===== config.mk =====
export PLATFORM = sky130hd
export DESIGN_NAME = erm_cordic
export DESIGN_NICKNAME = d
export VERILOG_FILES = /design/src/hdl/erm_pkg.sv /design/src/hdl/erm_cordic.sv
export SDC_FILE = /design/constraint.sdc
export NUM_CORES = 2
export LEC_CHECK = 0
export BUFFER_PORTS_ARGS = -buffer_cell sky130_fd_sc_hd__buf_2
export CORE_MARGIN = 10
export CORE_UTILIZATION = 60
export DETAILED_ROUTE_END_ITERATION = 16
export PLACE_DENSITY = 0.85
export SLEW_MARGIN = 10
export SYNTH_ARGS = -nofsm -noshare
export SYNTH_HDL_FRONTEND = slang
export SYNTH_SLANG_ARGS = --single-unit
export TNS_END_PERCENT = 1

===== constraint.sdc =====
create_clock -name clk -period 8.4 [get_ports clk]
set_input_delay 2.52 -clock clk [delete_from_list [all_inputs] [get_ports clk]]
set_output_delay 2.52 -clock clk [all_outputs]
set_load 0.005 [all_outputs]

===== src/hdl/erm_pkg.sv =====
// Shared types and constants for the Euler angle to rotation matrix pipeline.
// No dependencies; every other file of the block but erm_checker imports this package.
package erm_pkg;

  // Field widths and fixed-point formats
  localparam int ANGLE_W    = 16;
  localparam int ELEM_W     = 16;
  localparam int ANGLE_FRAC = 6;
  localparam int ELEM_FRAC  = 14;
  localparam int CORDIC_N   = 16;
  localparam int WORK_W     = 34;
  localparam int PROD_W     = 2 * WORK_W;

  // Angle reduction constants (degrees with ANGLE_FRAC fraction bits)
  localparam int FULL_TURN = 360 << ANGLE_FRAC;
  localparam int QUARTER   = 90 << ANGLE_FRAC;
  localparam int RED_W     = $clog2(FULL_TURN);
  localparam int REM_W     = $clog2(QUARTER);
  localparam int SUM_W     = ANGLE_W + 2;

  // pi/180 in Q.40, and the shift that brings r*D to radians in Q.30
  localparam int       D_W         = 35;
  localparam logic [D_W-1:0] DEG2RAD_Q40 = 35'd19190098069;
  localparam int       RAD_W       = REM_W + D_W;
  localparam int       Z_SHIFT     = 10 + ANGLE_FRAC;

  // Pipeline depths outside the CORDIC
  localparam int PREP_LAT = 4;
  localparam int MAT_LAT  = 5;

  // Element finishing
  localparam int FIN_SHIFT = 60 - ELEM_FRAC;
  localparam int SAT       = 1 << ELEM_FRAC;

  typedef logic signed [WORK_W-1:0] work_t;
  typedef logic signed [PROD_W-1:0] prod_t;
  typedef logic [1:0]               quad_t;
  typedef logic [ELEM_W-1:0]        elem_t;

  // Quadrant codes
  typedef enum logic [1:0] {
    QUAD_0 = 2'd0,
    QUAD_1 = 2'd1,
    QUAD_2 = 2'd2,
    QUAD_3 = 2'd3
  } quad_e_t;

  // CORDIC start value: 1/K for CORDIC_N stages, Q.30
  localparam work_t CORDIC_X0 = 34'sd652032874;

  // atan(2^-i) in Q.30, rounded
  function automatic work_t atan_q30(input int unsigned i);
    work_t v;
    case (i)
      0:       v = 34'sd843314857;
      1:       v = 34'sd497837829;
      2:       v = 34'sd263043837;
      3:       v = 34'sd133525159;
      4:       v = 34'sd67021687;
      5:       v = 34'sd33543516;
      6:       v = 34'sd16775851;
      7:       v = 34'sd8388437;
      8:       v = 34'sd4194283;
      9:       v = 34'sd2097149;
      default: v = (i < 31) ? (work_t'(1) <<< (30 - i)) : '0;
    endcase
    return v;
  endfunction

  // Round Q.60 half up to ELEM_FRAC bits and saturate to +-1.0
  function automatic elem_t finish(input prod_t v);
    prod_t t;
    t = (v + (prod_t'(1) <<< (FIN_SHIFT - 1))) >>> FIN_SHIFT;
    if (t > prod_t'(SAT)) t = prod_t'(SAT);
    if (t < -prod_t'(SAT)) t = -prod_t'(SAT);
    return t[ELEM_W-1:0];
  endfunction

endpackage


===== src/hdl/erm_cordic.sv =====
// Rotation-mode CORDIC, one register stage per iteration, quadrant carried along.
// Depends on erm_pkg. Every stage advances with en.
module erm_cordic (
  input  logic           clk,
  input  logic           en,
  input  erm_pkg::work_t z_i,
  input  erm_pkg::quad_t q_i,
  output erm_pkg::work_t x_o,
  output erm_pkg::work_t y_o,
  output erm_pkg::quad_t q_o
);
  import erm_pkg::*;

  work_t x_r [CORDIC_N];
  work_t y_r [CORDIC_N];
  work_t z_r [CORDIC_N];
  quad_t q_r [CORDIC_N];

  for (genvar g = 0; g < CORDIC_N; g++) begin : g_stage
    work_t xp, yp, zp;
    quad_t qp;
    if (g == 0) begin : g_first
      assign xp = CORDIC_X0;
      assign yp = '0;
      assign zp = z_i;
      assign qp = q_i;
    end else begin : g_next
      assign xp = x_r[g-1];
      assign yp = y_r[g-1];
      assign zp = z_r[g-1];
      assign qp = q_r[g-1];
    end

    // Rotate toward zero residual angle
    always_ff @(posedge clk) begin
      if (en) begin
        if (!zp[WORK_W-1]) begin
          x_r[g] <= xp - (yp >>> g);
          y_r[g] <= yp + (xp >>> g);
          z_r[g] <= zp - atan_q30(g);
        end else begin
          x_r[g] <= xp + (yp >>> g);
          y_r[g] <= yp - (xp >>> g);
          z_r[g] <= zp + atan_q30(g);
        end
        q_r[g] <= qp;
      end
    end
  end

  assign x_o = x_r[CORDIC_N-1];
  assign y_o = y_r[CORDIC_N-1];
  assign q_o = q_r[CORDIC_N-1];

endmodule


; ---- After elaboration in Yosys (flattened, before gate mapping)
; Memories as Yosys holds them, arrays and structs flattened.
; Index checks and enable logic that the tools add are counted.
[word_totals]
register_bits = 0
mem_bits_rw = 1664
word_cells = 290
mem_count = 4
[classes]
n_addsub = 92
mux = 146
bitwise_logic = 48
[mem_list]
columns = memory, depth, width, rd, rd_ports_with_merged_regs, wr, line_no
row1 = x_r, 16, 34, 16, 0, 16, erm_cordic.sv:14  ; work_t x_r [CORDIC_N];
row2 = y_r, 16, 34, 16, 0, 16, erm_cordic.sv:15  ; work_t y_r [CORDIC_N];
row3 = z_r, 16, 34, 15, 0, 16, erm_cordic.sv:16  ; work_t z_r [CORDIC_N];
row4 = q_r, 16, 2, 16, 0, 16, erm_cordic.sv:17  ; quad_t q_r [CORDIC_N];
[op_table]
columns = operator, n
row1 = 34-bit two-way mux, 48
row2 = 1-bit two-way mux, 98
row3 = 34-bit by 19-bit adder with 34-bit output, 2
row4 = 34-bit by 20-bit adder with 34-bit output, 2
row5 = 34-bit by 21-bit adder with 34-bit output, 2
row6 = 34-bit by 22-bit adder with 34-bit output, 2
row7 = "34-bit by 22-bit adder with 34-bit output, second input constant", 2
row8 = 34-bit by 23-bit adder with 34-bit output, 2
row9 = 34-bit by 24-bit adder with 34-bit output, 2
row10 = 34-bit by 25-bit adder with 34-bit output, 2
row11 = 34-bit by 26-bit adder with 34-bit output, 2
row12 = 34-bit by 27-bit adder with 34-bit output, 2
row13 = 34-bit by 28-bit adder with 34-bit output, 2
row14 = 34-bit by 29-bit adder with 34-bit output, 2
row15 = 34-bit by 30-bit adder with 34-bit output, 2
row16 = 34-bit by 31-bit adder with 34-bit output, 2
row17 = 34-bit by 32-bit adder with 34-bit output, 2
row18 = 34-bit by 33-bit adder with 34-bit output, 2
row19 = 34-bit by 19-bit subtractor with 34-bit output, 2
row20 = 34-bit by 20-bit subtractor with 34-bit output, 2
row21 = 34-bit by 21-bit subtractor with 34-bit output, 2
row22 = 34-bit by 22-bit subtractor with 34-bit output, 2
row23 = "34-bit by 22-bit subtractor with 34-bit output, second input constant", 2
row24 = 34-bit by 23-bit subtractor with 34-bit output, 2
row25 = 39 further kinds, 96

; ---- Logic depth before layout (Yosys ltp)
; An unclocked memory read counts as a cell.
[logic_depth]
word_depth = 5
ltp_mapped = 21
ltp_nobuf = 21

; ---- Least setup slack after synthesis
; No wires, ideal clock.
[synth_path]
kind = input -> register
startpoint = in en
endpoint = mem x_r[4][32] (netlist bit) (data pin)
setup_ps = 258
arrival_time_ps = 6991
slack_ps = 1151
path_stages = 19
path_buffers = 3
cell_sequence = clkbuf_1 nand2_1 inv_1 clkbuf_1 clkbuf_1 nor2_1 xor2_1 ha_1 a21o_1 a21oi_1 nor2b_1 o31a_1 a311o_1 a21o_1 o41ai_1 nor3_1 o31a_1 nor2_1 xnor2_1
[synth_lines]
columns = element, line_no
row1 = start: declaration, erm_cordic.sv:5  ; input logic en,
row2 = end: declaration, erm_cordic.sv:14

==> impl_results.md <==
* CP Buf/Inv Count at 4
* Synth async-reset ratio at 0%
* Vias post-DR at 95719
* Worst-path clk slew at 0.06 ns
* Syn nets at 13643
* CTS max path bufs at 3
* First-pass GRT wire length at 518 mm
* Final Util at 65.0%
* Slowest cell on crit path: a2111oi_0
* Critical Path Start Type: primary input
* CP endpoint kind: flop
* Sink Count at 1424
* First-pass DRT Iterations at 6
* Final WL at 332 mm
* Warnings from Yosys at 0
* Final setup viols at 0
* Post-synth EDFFs at 1424
* Worst path max stage delay at 0.61 ns
* Synthesized flop and latch total at 1424
* Mean Syn Cell Area at 9.70 µm²
* Filler instances at 15447
* Initial Util at 60.2%
* Cell family with most CP delay: compound AO/OA/AOI/OAI gates
* Number of gates resized after CTS at 0
* Predominant post-synthesis flop cell: edfxtp_1
* Max-slew violations at 0
* Outcome: completed
* Vias in the first global route at 93209
* Worst EP required at 8.98 ns
* IO Port Bufs at 107
* Drt drc at 0
* Post-Synthesis Cells at 12218
* Core area at 197000 µm²
* Routed Antenna Nets at 0
* Max FO, Critical Path at 42
* Hold Slack at 0.405 ns
* Setup TNS at 0 ns
* Slew Limit Headroom at 27.3%
* Post-Syn Area at 119000 µm²
* CTS H-Tree Depth at 4
* Antenna violations before repair at 6
* Die area at 216000 µm²
* Dpl hpwl at 264 mm
* Fmax at 145 MHz
* Row count at 163
* Nets at 13814
* Max_cap viols at 0
* Layout cells sized above 1 at 4.93%
* Initial DRC Count at 9005
* Min-delay worst type: flop to flop
* # Post-CTS Setup Buffers at 0
* Total GRT Usage at 29.7%
* Fin crit period at 6.89 ns
* Root Buffer: clkbuf_16
* Area taken by multi-input logic gates at 73300 µm²
* TritonCTS Buffers at 166
* GPL Wtd Cong at 0.995
* Final setup margin at 1.51 ns
* Hold-fix buffer count after cts at 0
* Tightest Pin Transition at 1.08 ns
* Synth cell types at 89
* Crit-path cells: buf_12, buf_4, nand2_1, buf_4, nand2_1, o21ai_0, fa_1, a21oi_1, o21ai_0, a2111oi_0, o31ai_1, a22oi_1, buf_4, o221ai_1, o21ai_0, a21boi_0, a221oi_1, xnor2_1
* RSZ-0062 raised after global routing: no
* Pre-CTS setup slack at 0.748 ns
* Final hold viol count at 0
* FF/Latch Area at 42800 µm²
* Vias per cell at 6.31
* Fin Clk Skew at 0.0295 ns
* Register area share after synthesis at 36.1%
* WL/cell at 21.9 µm
* Die Wd at 464 µm
* Number of I/O pins at 108
* Arr. time, crit path at 7.46 ns
* Critical setup path kind: primary input to flop
* P&R area growth vs syn at 7.87%
* Congestion Overflow GR at 0
* Largest net degree at the start of global routing at 88
* Final Cycle Share at 82.0%
* Clk Latency, worst-skew pair at 0.85 ns
* Die H at 464 µm
* TritonCTS clock tree: done
[cell families after synthesis]
| kind of cell | count (synthesis) | synth area share [%] |
|---|---|---|
| XOR/XNOR | 1802 | 13.3 |
| AND/OR/NAND/NOR | 3076 | 12.6 |
| flip-flops | 1424 | 36.1 |
| multiplexers | 114 | 1.01 |
| AO/OA/AOI/OAI | 3751 | 20.0 |
| adder cells (fa/ha/maj) | 1387 | 14.9 |
| buffers and inverters | 664 | 2.10 |
[final timing paths]
| kind | startpoint | end | slack [ns] | cells after the start |
|---|---|---|---|---|
| min | q_r[0][6] | q_r[0][8] | 0.41 | 0 |
| max | en | x_r[8][32] | 1.51 | 18 |
| max reg2reg | x_r[4][5] | y_r[5][32] | 2.56 | 19 |
| min reg2reg | q_r[0][6] | q_r[0][8] | 0.41 | 0 |
[metal layers]
metal	up-vias	routed length [µm]	global-route usage, %
met2	3658	156000	50.3
met1	45309	133000	36.1
li1	45816	-	-
met3	930	20500	3.85
met5	-	42	0
met4	6	23200	17.7
[cells in the mapped netlist (all sizes together) (34+ instances only)]
library cell	count	area, µm²
a211oi	90	676
a21boi	51	383
a21o	656	4920
a21oi	1320	6610
a31oi	94	588
and2	63	394
and3	92	581
buf	35	133
clkbuf	157	589
edfxtp	1424	42800
fa	43	861
ha	1344	16800
inv	469	1760
mux2	49	552
mux2i	65	651
nand2	662	2480
nand2b	199	1240
nand3	229	1150
nand4	95	594
nor2	932	3500
nor2b	162	1010
nor3	276	1380
nor4	72	463
o211ai	48	365
o21a	193	1450
o21ai	639	3210
o21bai	163	1220
o31a	34	298
o31ai	124	931
o41ai	71	622
or2	59	369
or3	86	538
or4	42	327
xnor2	1173	10300
xor2	629	5510
[stage by stage]
stage,instances,cell area [µm²]
CTS,15165,128000
detailed placement,14861,122000
global placement,14861,122000
global route,15166,128000
floorplan,12218,119000
finish,15167,128000
[placed cells by master, fill, tap and decap left out, types with 94 or more instances in the layout]
master / count
nand4_1: 95
nor2b_1: 162
o21a_1: 193
inv_1: 466
nor3_1: 276
nor2_1: 931
a21o_1: 656
a21oi_1: 1318
nand2_1: 661
a31oi_1: 94
o31ai_1: 124
nand3_1: 229
edfxtp_1: 1424
xnor2_1: 1173
buf_2: 106
clkbuf_16: 173
o21bai_1: 163
nand2b_1: 199
ha_1: 1344
xor2_1: 629
o21ai_0: 633
[layout make-up]
class	count	share of cell area (%)
Multi-Input combinational cell	10130	57.3
Sequential cell	1424	33.4
Clock buffer	199	3.46
Tap cell	2640	2.58
Inverter	472	1.39
Timing Repair Buffer	195	0.957
Clock inverter	105	0.853
Antenna cell	2	0.00391
[sequential cells by signal (all words and copies together) (netlist names)]
register	cells
x_r	484
y_r	511
z_r	397
q_r	32
[worst reg2reg max path, delay by kind of cell, from the launching register on]
| kind | cells | cell delay (ns) |
|---|---|---|
| and+or+nand+nor | 6 | 2.27 |
| AOI/OAI and AO/OA | 10 | 2.22 |
| DFF | 1 | 0.48 |
| adders and majority gates | 1 | 0.36 |
| xor gates and xnor gates | 2 | 0.25 |
Power is left out: the tool's default activity adds up to more than one toggle a clock period on the data nets, which glitch-free logic cannot reach.
