File: config.mk
export PLATFORM = sky130hd
export DESIGN_NAME = erm_prep
export DESIGN_NICKNAME = d
export VERILOG_FILES = /design/src/hdl/erm_pkg.sv /design/src/hdl/erm_prep.sv
export SDC_FILE = /design/constraint.sdc
export NUM_CORES = 1
export LEC_CHECK = 0
export BUFFER_PORTS_ARGS = -buffer_cell sky130_fd_sc_hd__buf_2
export CORE_MARGIN = 10
export CORE_UTILIZATION = 51
export DETAILED_ROUTE_END_ITERATION = 8
export PLACE_DENSITY = 0.68
export SYNTH_ARGS = -nofsm -noshare
export SYNTH_HDL_FRONTEND = slang
export SYNTH_SLANG_ARGS = --single-unit
File: constraint.sdc
create_clock -name clk -period 15.3 [get_ports clk]
set_clock_uncertainty 0.15 [all_clocks]
set_input_delay 4.59 -clock clk [delete_from_list [all_inputs] [get_ports clk]]
set_output_delay 4.59 -clock clk [all_outputs]
set_load 0.02 [all_outputs]
File: src/hdl/erm_pkg.sv
// Shared types and constants for the Euler angle to rotation matrix pipeline.
// No dependencies; every other file of the block but erm_checker imports this package.
package erm_pkg;

  // Field widths and fixed-point formats
  localparam int ANGLE_W    = 16;
  localparam int ELEM_W     = 16;
  localparam int ANGLE_FRAC = 6;
  localparam int ELEM_FRAC  = 14;
  localparam int CORDIC_N   = 16;
  localparam int WORK_W     = 34;
  localparam int PROD_W     = 2 * WORK_W;

  // Angle reduction constants (degrees with ANGLE_FRAC fraction bits)
  localparam int FULL_TURN = 360 << ANGLE_FRAC;
  localparam int QUARTER   = 90 << ANGLE_FRAC;
  localparam int RED_W     = $clog2(FULL_TURN);
  localparam int REM_W     = $clog2(QUARTER);
  localparam int SUM_W     = ANGLE_W + 2;

  // pi/180 in Q.40, and the shift that brings r*D to radians in Q.30
  localparam int       D_W         = 35;
  localparam logic [D_W-1:0] DEG2RAD_Q40 = 35'd19190098069;
  localparam int       RAD_W       = REM_W + D_W;
  localparam int       Z_SHIFT     = 10 + ANGLE_FRAC;

  // Pipeline depths outside the CORDIC
  localparam int PREP_LAT = 4;
  localparam int MAT_LAT  = 5;

  // Element finishing
  localparam int FIN_SHIFT = 60 - ELEM_FRAC;
  localparam int SAT       = 1 << ELEM_FRAC;

  typedef logic signed [WORK_W-1:0] work_t;
  typedef logic signed [PROD_W-1:0] prod_t;
  typedef logic [1:0]               quad_t;
  typedef logic [ELEM_W-1:0]        elem_t;

  // Quadrant codes
  typedef enum logic [1:0] {
    QUAD_0 = 2'd0,
    QUAD_1 = 2'd1,
    QUAD_2 = 2'd2,
    QUAD_3 = 2'd3
  } quad_e_t;

  // CORDIC start value: 1/K for CORDIC_N stages, Q.30
  localparam work_t CORDIC_X0 = 34'sd652032874;

  // atan(2^-i) in Q.30, rounded
  function automatic work_t atan_q30(input int unsigned i);
    work_t v;
    case (i)
      0:       v = 34'sd843314857;
      1:       v = 34'sd497837829;
      2:       v = 34'sd263043837;
      3:       v = 34'sd133525159;
      4:       v = 34'sd67021687;
      5:       v = 34'sd33543516;
      6:       v = 34'sd16775851;
      7:       v = 34'sd8388437;
      8:       v = 34'sd4194283;
      9:       v = 34'sd2097149;
      default: v = (i < 31) ? (work_t'(1) <<< (30 - i)) : '0;
    endcase
    return v;
  endfunction

  // Round Q.60 half up to ELEM_FRAC bits and saturate to +-1.0
  function automatic elem_t finish(input prod_t v);
    prod_t t;
    t = (v + (prod_t'(1) <<< (FIN_SHIFT - 1))) >>> FIN_SHIFT;
    if (t > prod_t'(SAT)) t = prod_t'(SAT);
    if (t < -prod_t'(SAT)) t = -prod_t'(SAT);
    return t[ELEM_W-1:0];
  endfunction

endpackage

File: src/hdl/erm_prep.sv
// Angle preparation: reduce modulo one turn, split quadrant, scale to radians.
// Depends on erm_pkg. Four register stages, all advanced by en.
module erm_prep (
  input  logic                             clk,
  input  logic                             en,
  input  logic signed [erm_pkg::ANGLE_W-1:0] angle_i,
  output erm_pkg::work_t                   z_o,
  output erm_pkg::quad_t                   q_o
);
  import erm_pkg::*;

  logic [RED_W-1:0] m_r, m_nxt;
  logic [REM_W-1:0] r_r, r_nxt;
  quad_t            q1_r, q1_nxt, q2_r, q3_r;
  logic [RAD_W-1:0] rad_r;
  work_t            z_r;

  // Reduce into [0, one turn)
  always_comb begin
    logic signed [SUM_W-1:0] s;
    logic [SUM_W-2:0]        u;
    s = SUM_W'(angle_i) + SUM_W'(2 * FULL_TURN);
    u = s[SUM_W-2:0];
    if (u >= (SUM_W-1)'(2 * FULL_TURN)) u = u - (SUM_W-1)'(2 * FULL_TURN);
    if (u >= (SUM_W-1)'(FULL_TURN)) u = u - (SUM_W-1)'(FULL_TURN);
    m_nxt = u[RED_W-1:0];
  end

  // Split quadrant and offset
  always_comb begin
    if (m_r >= RED_W'(3 * QUARTER)) begin
      q1_nxt = QUAD_3;
      r_nxt  = REM_W'(m_r - RED_W'(3 * QUARTER));
    end else if (m_r >= RED_W'(2 * QUARTER)) begin
      q1_nxt = QUAD_2;
      r_nxt  = REM_W'(m_r - RED_W'(2 * QUARTER));
    end else if (m_r >= RED_W'(QUARTER)) begin
      q1_nxt = QUAD_1;
      r_nxt  = REM_W'(m_r - RED_W'(QUARTER));
    end else begin
      q1_nxt = QUAD_0;
      r_nxt  = m_r[REM_W-1:0];
    end
  end

  // Advance the stages
  always_ff @(posedge clk) begin
    if (en) begin
      m_r   <= m_nxt;
      r_r   <= r_nxt;
      q1_r  <= q1_nxt;
      rad_r <= RAD_W'(r_r) * RAD_W'(DEG2RAD_Q40);
      q2_r  <= q1_r;
      z_r   <= work_t'((rad_r + RAD_W'(1 << (Z_SHIFT - 1))) >> Z_SHIFT);
      q3_r  <= q2_r;
    end
  end

  assign z_o = z_r;
  assign q_o = q3_r;

endmodule

Word-level counts from Yosys, hierarchy flattened
Cells that the tools add are included.

storage, ports and cells
  register bits after elaboration = 114
  input port bits = 18
  output and inout port bits = 36
  word-level logic and storage cells = 29

cells by class
  add/subtract/negate cells = 7
  multiply operators = 1
  order comparisons = 5
  mux-type cells = 7
  reductions and logical operators = 1

operators with widths
  kind                    number
  $add 48x16->48 const B  1
  $mul 13x35->48 const B  1
  $mux 13                 3
  $add 16x17->17 const B  1
  $ge 17x15->1 const B    1
  $ge 17x16->1 const B    1
  $mux 17                 1
  $sub 17x16->17 const B  1
  $ge 15x13->1 const B    1
  $ge 15x14->1 const B    1
  $ge 15x15->1 const B    1
  $mux 15                 1
  $sub 15x15->15 const B  1
  $sub 13x10->13 const B  1
  $sub 13x12->13 const B  1
  $sub 13x13->13 const B  1
  $mux 1                  2
  $reduce_or 2->1         1

Depth between registers and ports, before layout
Gate-level depths: netlist of run 1.

  word-level depth = 5
  depth in mapped cells = 20

Least setup slack after synthesis of run 1
Ideal clock, no wire load.

  path type = in2reg
  start point = in angle_i[10] in the netlist's numbering
  end point = reg m_r[12], data pin
  arrival time = 7.175 ns
  data required time = 14.881 ns
  slack = 7.705 ns
  stages on the path = 14
  buffers on the path = 1
  cell sequence = ha_1 buf_4 nor4b_2 mux2i_1 o22ai_2 nor2_2 xor2_1 ha_1 or4b_1 a2bb2oi_1 nor2_1 a32o_2 nor3_2 a21oi_1

on the way
  cells in the longest elaborated chain, start to end = 5

RTL lines
  item                                            line            text
  from (decl)                                     erm_prep.sv:6   input logic signed [erm_pkg::ANGLE_W-1:0] angle_i,
  $add 16x17->17 *                                erm_prep.sv:22  s = SUM_W'(angle_i) + SUM_W'(2 * FULL_TURN);
  $sub 17x16->17 or $ge 17x16->1 (tied branches)  erm_prep.sv:24  if (u >= (SUM_W-1)'(2 * FULL_TURN)) u = u - (SUM_W-1)'(2 * FULL_TURN);
  $mux 17 *                                       erm_prep.sv:24
  $sub 15x15->15 or $ge 17x15->1 (tied branches)  erm_prep.sv:25  if (u >= (SUM_W-1)'(FULL_TURN)) u = u - (SUM_W-1)'(FULL_TURN);
  $mux 15 *                                       erm_prep.sv:25
  net m_nxt[12]                                   erm_prep.sv:12  logic [RED_W-1:0] m_r, m_nxt;
  to (signal assigned)                            erm_prep.sv:49  m_r <= m_nxt;
  to (decl)                                       erm_prep.sv:12

Mark *: on every way through the listed nets, which the timed path passes. The rest lies on a longest branch.
A chain may end at the register's enable or synchronous reset.

Worst setup path after layout of run 1
Same ends and word-level chain as after synthesis.

==> results of run 1 <==
==> per-stage QoR <==
| step | std cells | setup slack [ns] | hold slack, ns | util, % | area (sq um) |
|---|---|---|---|---|---|
| detailed placement | 1374 | 6.941 | 0.2545 | 54.07 | 11760 |
| floorplan | 1061 | 7.705 | 0.2503 | - | 11250 |
| global placement | 1374 | 6.954 | 0.2529 | 54.07 | 11760 |
| CTS | 1390 | 7.322 | 0.2716 | 55.59 | 12090 |
| global route | 1390 | 6.980 | 0.2852 | 55.59 | 12090 |
| finish | 1390 | 7.313 | 0.2714 | 55.59 | 12090 |
==> worst register-to-register path: stages (launching register included) <==
cell and delay (ns):
edfxtp_1 0.64, fa_1 0.75, inv_1 0.12, fa_1 0.51
inv_1 0.05, fa_1 0.45, fa_1 0.49, inv_1 0.05
fa_1 0.52, inv_1 0.04, ha_1 0.21, or3_1 0.37
o211ai_1 0.19, o211ai_1 0.28, a221oi_2 0.57, o21bai_1 0.23
a311oi_1 0.30, nor3_1 0.09
==> worst max-delay path by stage <==
stage / from / slack, ns / cells after the start / to
detailed placement: angle_i[10] / 6.94 / 14 / m_r[12]$_DFFE_PP_
global placement: angle_i[10] / 6.95 / 14 / m_r[12]$_DFFE_PP_
CTS: angle_i[10] / 7.32 / 14 / m_r[12]$_DFFE_PP_
global route: angle_i[10] / 6.98 / 14 / m_r[12]$_DFFE_PP_
floorplan: angle_i[10] / 7.71 / 14 / m_r[12]$_DFFE_PP_
finish: angle_i[10] / 7.31 / 14 / m_r[12]$_DFFE_PP_
==> flip-flops by register name (all words and copies together), names as in the netlist <==
signal,cells
q1_r,2
r_r,13
rad_r,33
q_o,2
q2_r,2
z_o,32
m_r,15
==> layout make-up <==
type,instances,area [sq um]
Clock buffer,9,225.2
Clock inverter,7,106.4
Fill cell,1903,9662
Inverter,233,874.6
Multi-Input combinational cell,710,7300
Sequential cell,99,2973
Tap cell,280,350.3
Timing Repair Buffer,52,265.3
==> cell families after synthesis <==
group / synth area share, %
AOI/OAI and AO/OA: 9.990
xor gates and xnor gates: 5.140
adders and majority gates: 39.89
buffers and inverters: 8.699
DFF: 26.43
muxes: 0.6897
other: 0.03334
and+or+nand+nor: 9.122
==> metal layers <==
metal	global-route usage (%)	vias to the layer above	wire [um]
met5	0	-	0
met4	3.861	0	374
met3	3.103	23	908
met2	26.13	145	10400
met1	21.03	3534	10080
li1	-	3647	-
==> synth_stat cells, types with 13 or more instances <==
cell      instances
o21ai_0          27
xnor2_1          47
inv_1           233
nand2_1          54
nor2_1           36
fa_1            131
a21o_1           14
nor3_1           18
edfxtp_1         99
xor2_1           19
nand3_1          22
ha_1            149
nand4_1          13
a21oi_1          32
==> flow_summary.yaml, run 1 <==
placement:
  gp_congestion: 0.8751
  dp_hpwl_mm: 18.27
  portBuffers: 51
routing:
  drc: 0
  wl_per_cell_um: 15.66
  drt_iter0_markers: 389
  vias: 7349
  ant_nets: 0
  firstDrtPassIters: 4
  viasPerCell: 5.287
  drt_wl_total_mm: 21.76
clock_tree:
  cts.clk_slew.worst_paths_ns: 0.07
  root_buffer: "clkbuf_16"
  numCtsBuffers: 9
  htree_num_levels: 3
  post_cts_resized: 0
  cts_tree: "built"
  clockBufferDepth: 2
  cts_hold_buf: 0
  cts_sinks: 99
  cts_setup_buffers: 0
  clkLatencyLatePin_ns: 0.36
critical_path:
  cp_max_fo: 15
  setup.worst_path.end_class: "register"
  rr_worst_depth: 17
  start_kind: "input pin"
  reg2reg_slack_ns: 9.06
  slowest_delay_ns: 0.52
  required_ns: 15.25
  crit_path_cell_trace: "buf_2 > ha_1 > nor2_1 > and2_4 > a221oi_4 > nor2_2 > xor2_1 > ha_1 > or4b_1 > a2bb2oi_1 > nor2_1 > a32o_2 > nor3_2 > a21oi_1"
  criticalPathCategory: "in2reg"
  arrival_ns: 7.93
  critPathBufInv: 1
  worst_r2r_startpoint: "r_r[1]$_DFFE_PP_"
  cp_slowest_cell: "ha_1"
  r2r_end: "rad_r[37]$_DFFE_PP_"
  critPathTopFamily: "simple AND/OR/NAND/NOR gates"
timing:
  fmax_ghz: 0.1252
  tns_ns: 0
  rsz0062_at_grt: "false"
  fin_crit_sh_pct: 52.20
  max_slew.worst_pin.slew_ns: 0.8890
  period_needed_ns: 7.987
  drv_slew: 0
  setup_viol: 0
  max_slew_margin_pct: 40.73
  finalHoldViolCount: 0
global_route:
  grt_remaining_overflow: 0
  antenna_found_initial: 0
  first_global_vias: 7537
  grt_max_degree: 73
  track_usage_pct: 15.84
  grt_pass1_wl_mm: 36.94
finish:
  antenna_cells: 0
  finalNetCount: 1403
  layout_commonest_cell: "inv_1"
  layout_common_cells: "inv_1, ha_1, fa_1, edfxtp_1, nand2_1"
  layout-drive-gt1-share_pct: 8.288
  area_delta_synth_final_pct: 7.531
die:
  pin_count: 54
  die_width_um: 168.5
  dieArea_sq_um: 28390
  core_area_sq_um: 21760
  die_h_um: 168.5
  row_count: 54
  start_util_pct: 51.70
synthesis:
  avgSynthCellArea_sq_um: 10.61
  synth-seq-cells: 99
  syn-cell-area_sq_um: 11250
  ys_types: 79
  synth_edf_count: 99
  ys_async_sr_fraction_pct: 0
  ys_warn_count: 0
  synth_seq_area_share_pct: 26.43
  synthFlopType: "edfxtp_1"
  synth.top_cell.area_share_pct: 26.43
  synth.area.top_cells: "edfxtp_1, fa_1, ha_1"
  yosysTopAreaCell: "edfxtp_1"
  synthCells: 1060
job:
  drv_cap: 0
hold_path:
  hp-start: "q2_r[1]$_DFFE_PP_"
  worstHoldPathType: "reg2reg"
  worstHoldPathCells: 0
  whs_endpoint: "q_o[1]$_DFFE_PP_"
run_status:
  status: "finished, final reports clean"
Power of run 1 is left out: the tool's default activity adds up to more than one toggle a clock period on the data nets, which glitch-free logic cannot reach.
==> run 2: changes to the inputs <==
--- a/config.mk
+++ b/config.mk
@@ -9,7 +9,7 @@
 export CORE_MARGIN = 10
 export CORE_UTILIZATION = 51
 export DETAILED_ROUTE_END_ITERATION = 8
-export PLACE_DENSITY = 0.68
+export PLACE_DENSITY = 0.71
 export SYNTH_ARGS = -nofsm -noshare
 export SYNTH_HDL_FRONTEND = slang
 export SYNTH_SLANG_ARGS = --single-unit
==> constraint.sdc (replaced) <==
create_clock -name clk -period 6.5 [get_ports clk]
set_clock_uncertainty 0.15 [all_clocks]
set_input_delay 1.95 -clock clk [delete_from_list [all_inputs] [get_ports clk]]
set_output_delay 1.95 -clock clk [all_outputs]
set_load 0.02 [all_outputs]
==> flow_summary.yaml, run 2 (synthesis gave the netlist of run 1 again) <==
placement:
  place_area_sq_um: 11830
  gp_congestion: 0.9142
  dp_hpwl_mm: 19.25
  portBuffers: 51
  pre_cts_ws_ns: 0.6606
finish:
  layout_commonest_cell: "inv_1"
  layout_common_cells: "inv_1, ha_1, fa_1, edfxtp_1, nand2_1"
  fill_cells: 1869
  multi_input_area_sq_um: 7300
  regArea_sq_um: 2973
  largest_reg_flops: 33
  antenna_cells: 0
  max_flop_register: "rad_r"
  layout-drive-gt1-share_pct: 9.026
  finalNetCount: 1412
  final_area_sq_um: 12130
  area_delta_synth_final_pct: 7.810
die:
  dieArea_sq_um: 28390
  pin_count: 54
  die_width_um: 168.5
  core_area_sq_um: 21760
  start_util_pct: 51.70
  row_count: 54
  die_h_um: 168.5
run_status:
  status: "finished, final reports clean"
critical_path:
  start_kind: "register"
  cp_max_fo: 9
  startpoint: "r_r[8]$_DFFE_PP_"
  rr_worst_depth: 15
  setup.worst_path.end_class: "register"
  crit_path_end: "rad_r[37]$_DFFE_PP_"
  required_ns: 6.46
  reg2reg_slack_ns: 0.63
  r2r_end: "rad_r[37]$_DFFE_PP_"
  crit_path_frequent_cell: "fa_1"
  cp_slowest_cell: "edfxtp_1"
  arrival_ns: 5.83
  worst_r2r_startpoint: "r_r[8]$_DFFE_PP_"
  criticalPathCategory: "reg2reg"
  slowest_delay_ns: 0.59
  crit_path_cell_trace: "ha_1 > fa_1 > fa_1 > inv_1 > fa_1 > fa_1 > inv_1 > ha_1 > or3_1 > o211ai_1 > o211ai_1 > a221oi_2 > o21bai_1 > a311oi_1 > nor3_1"
clock_tree:
  clkLatencyLatePin_ns: 0.36
  numCtsBuffers: 9
  cts_sinks: 99
  clockBufferDepth: 2
  cts_tree: "built"
  post_cts_resized: 0
  cts_setup_buffers: 0
  cts_hold_buf: 0
  htree_num_levels: 3
  root_buffer: "clkbuf_16"
  cts.clk_slew.worst_paths_ns: 0.07
timing:
  setup_viol: 0
  setup_slack_ns: 0.6301
  period_needed_ns: 5.870
  rsz0062_at_grt: "false"
  whs_ns: 0.2729
  max_slew_margin_pct: 42.24
  fin_crit_sh_pct: 90.31
  tns_ns: 0
  finalHoldViolCount: 0
  drv_slew: 0
  max_slew.worst_pin.slew_ns: 0.8664
  fmax_ghz: 0.1704
global_route:
  track_usage_pct: 16.64
  grt_remaining_overflow: 0
  antenna_found_initial: 0
  first_global_vias: 7820
  grt_max_degree: 67
  grt_pass1_wl_mm: 38.74
routing:
  ant_nets: 0
  drc: 0
  firstDrtPassIters: 5
  drt_wl_total_mm: 23.22
  wl_per_cell_um: 16.60
  drt_iter0_markers: 587
  vias: 7573
  viasPerCell: 5.413
hold_path:
  worstHoldPathType: "reg2reg"
job:
  drv_cap: 0
run 2: how the worst min path moves through the flow:
stage | slack [ns] | end | startpoint | cells after the start
2_1_floorplan | 0.25 | q2_r[0]$_DFFE_PP_ | q1_r[0]$_SDFFCE_PN1P_ | 0
3_3_place_gp | 0.25 | q2_r[1]$_DFFE_PP_ | q1_r[1]$_SDFFCE_PP1P_ | 0
3_5_place_dp | 0.26 | q_o[1]$_DFFE_PP_ | q2_r[1]$_DFFE_PP_ | 0
4_1_cts | 0.27 | q_o[1]$_DFFE_PP_ | q2_r[1]$_DFFE_PP_ | 0
5_1_grt | 0.28 | q_o[1]$_DFFE_PP_ | q2_r[1]$_DFFE_PP_ | 0
6_report | 0.27 | q2_r[1]$_DFFE_PP_ | q1_r[1]$_SDFFCE_PP1P_ | 0
run 2: per-stage QoR:
stage                     instances  utilization, %
after detailed placement       1383           54.38
after global routing           1399           55.73
after floorplan                1061               -
final                          1399           55.73
after global placement         1383           54.38
after CTS                      1399           55.73
run 2: area by class of cell:
class                      instances  area share (%)
clock inverter                     7          0.5779
sequential                        99           24.52
multi-input combinational        710           60.20
clock buffer                       9           1.857
timing repair buffer              61           2.745
tap                              280           2.889
inverter                         233           7.213
run 2: worst max-delay path, delay by kind of cell (launching register included):
family                     cells  cell delay, ns
buffers and inverters          2            0.10
DFF                            1            0.59
AOI/OAI and AO/OA              5            1.45
and+or+nand+nor                2            0.41
adders and majority gates      6            2.91
run 2: routing by layer:
layer,wire length (um),global-route usage [%],vias up,part of all wire [%]
li1,-,-,3661,-
met1,10260,21.23,3680,44
met2,11270,28.20,201,49
met3,1230,2.617,31,5.3
met4,463,5.678,0,2.0
met5,0,0,-,0
Power of run 2 is left out for the same reason.
==> run 3: changes to the inputs <==
--- a/config.mk
+++ b/config.mk
@@ -9,7 +9,7 @@
 export CORE_MARGIN = 10
 export CORE_UTILIZATION = 51
 export DETAILED_ROUTE_END_ITERATION = 8
-export PLACE_DENSITY = 0.71
+export PLACE_DENSITY = 0.73
 export SYNTH_ARGS = -nofsm -noshare
 export SYNTH_HDL_FRONTEND = slang
 export SYNTH_SLANG_ARGS = --single-unit
==> flow_summary.yaml, run 3 (synthesis gave the netlist of run 1 again) <==
run_status:
  status: "finished, final reports clean"
routing:
  firstDrtPassIters: 5
  viasPerCell: 5.413
  wl_per_cell_um: 16.41
  vias: 7573
  drc: 0
  drt_wl_total_mm: 22.95
  ant_nets: 0
  drt_iter0_markers: 516
finish:
  regArea_sq_um: 2973
  antenna_cells: 0
  fill_cells: 1886
  finalNetCount: 1412
  area_delta_synth_final_pct: 7.820
  layout_commonest_cell: "inv_1"
  largest_reg_flops: 33
  multi_input_area_sq_um: 7300
  max_flop_register: "rad_r"
  layout_common_cells: "inv_1, ha_1, fa_1, edfxtp_1, nand2_1"
  layout-drive-gt1-share_pct: 9.026
clock_tree:
  post_cts_resized: 0
  numCtsBuffers: 9
  cts_hold_buf: 0
  cts.clk_slew.worst_paths_ns: 0.08
  htree_num_levels: 3
  clkLatencyLatePin_ns: 0.36
  cts_sinks: 99
  root_buffer: "clkbuf_16"
  clockBufferDepth: 2
  cts_setup_buffers: 0
  cts_tree: "built"
timing:
  drv_slew: 0
  setup_slack_ns: 0.5289
  setup_viol: 0
  period_needed_ns: 5.971
  tns_ns: 0
  fin_crit_sh_pct: 91.86
  max_slew.worst_pin.slew_ns: 0.8153
  fmax_ghz: 0.1675
  finalHoldViolCount: 0
  max_slew_margin_pct: 45.32
  rsz0062_at_grt: "false"
die:
  start_util_pct: 51.70
  die_h_um: 168.5
  core_area_sq_um: 21760
  row_count: 54
  die_width_um: 168.5
  pin_count: 54
  dieArea_sq_um: 28390
global_route:
  grt_max_degree: 56
  grt_remaining_overflow: 0
  antenna_found_initial: 0
  grt_pass1_wl_mm: 38.56
  track_usage_pct: 16.61
  grtUsageMet3_pct: 2.617
  grt-busiest-layer: "met2"
  first_global_vias: 7788
  met2_usage_pct: 27.60
  use_met1_pct: 21.43
critical_path:
  reg2reg_slack_ns: 0.53
  crit_path_cell_trace: "fa_1 > inv_1 > fa_1 > inv_1 > fa_1 > fa_1 > inv_1 > fa_1 > inv_1 > ha_1 > or3_1 > o211ai_1 > o211ai_1 > a221oi_2 > o21bai_1 > a311oi_1 > nor3_1"
  required_ns: 6.46
  arrival_ns: 5.93
  critPathBufInv: 4
  criticalPathCategory: "reg2reg"
  cp_slowest_cell: "fa_1"
  critPathTopFamily: "adder cells"
  crit_path_frequent_cell: "fa_1"
  cp_max_fo: 5
  slowest_delay_ns: 0.69
  setup.worst_path.end_class: "register"
  start_kind: "register"
placement:
  dp_hpwl_mm: 19.12
  pre_cts_ws_ns: 0.5691
  portBuffers: 51
  gp_congestion: 0.9124
job:
  drv_cap: 0
hold_path:
  worstHoldPathType: "reg2reg"
[run 3: final timing paths]
kind	startpoint	endpoint	cells after the start
worst max-delay path	r_r[1]$_DFFE_PP_	rad_r[37]$_DFFE_PP_	17
worst min register to register	q2_r[0]$_DFFE_PP_	q_o[0]$_DFFE_PP_	0
worst min-delay path	q2_r[0]$_DFFE_PP_	q_o[0]$_DFFE_PP_	0
worst max register to register	r_r[1]$_DFFE_PP_	rad_r[37]$_DFFE_PP_	17
[run 3: cell type report]
class / instances / share of cell area (%)
clock buffers: 9 / 1.857
clock inverters: 7 / 0.5881
inverters: 233 / 7.212
multi-input cells: 710 / 60.19
flip-flops and latches: 99 / 24.52
well taps: 280 / 2.889
repair buffers: 61 / 2.745
[run 3: layer usage]
| metal | up-vias | part of all wire [%] | routed length, um |
|---|---|---|---|
| met3 | 34 | 5.7 | 1307 |
| li1 | 3670 | - | - |
| met4 | 0 | 2.6 | 605 |
| met2 | 219 | 48 | 10980 |
| met5 | - | 0 | 0 |
| met1 | 3650 | 44 | 10060 |
[run 3: through the flow]
| step | area, sq um | std cells | utilization, % | hold slack (ns) |
|---|---|---|---|---|
| floorplan | 11250 | 1061 | - | 0.2503 |
| global route | 12130 | 1399 | 55.74 | 0.2997 |
| CTS | 12130 | 1399 | 55.74 | 0.2761 |
| detailed placement | 11830 | 1383 | 54.38 | 0.2575 |
| finish | 12130 | 1399 | 55.74 | 0.2777 |
| global placement | 11830 | 1383 | 54.38 | 0.2534 |
Power of run 3 is left out for the same reason.
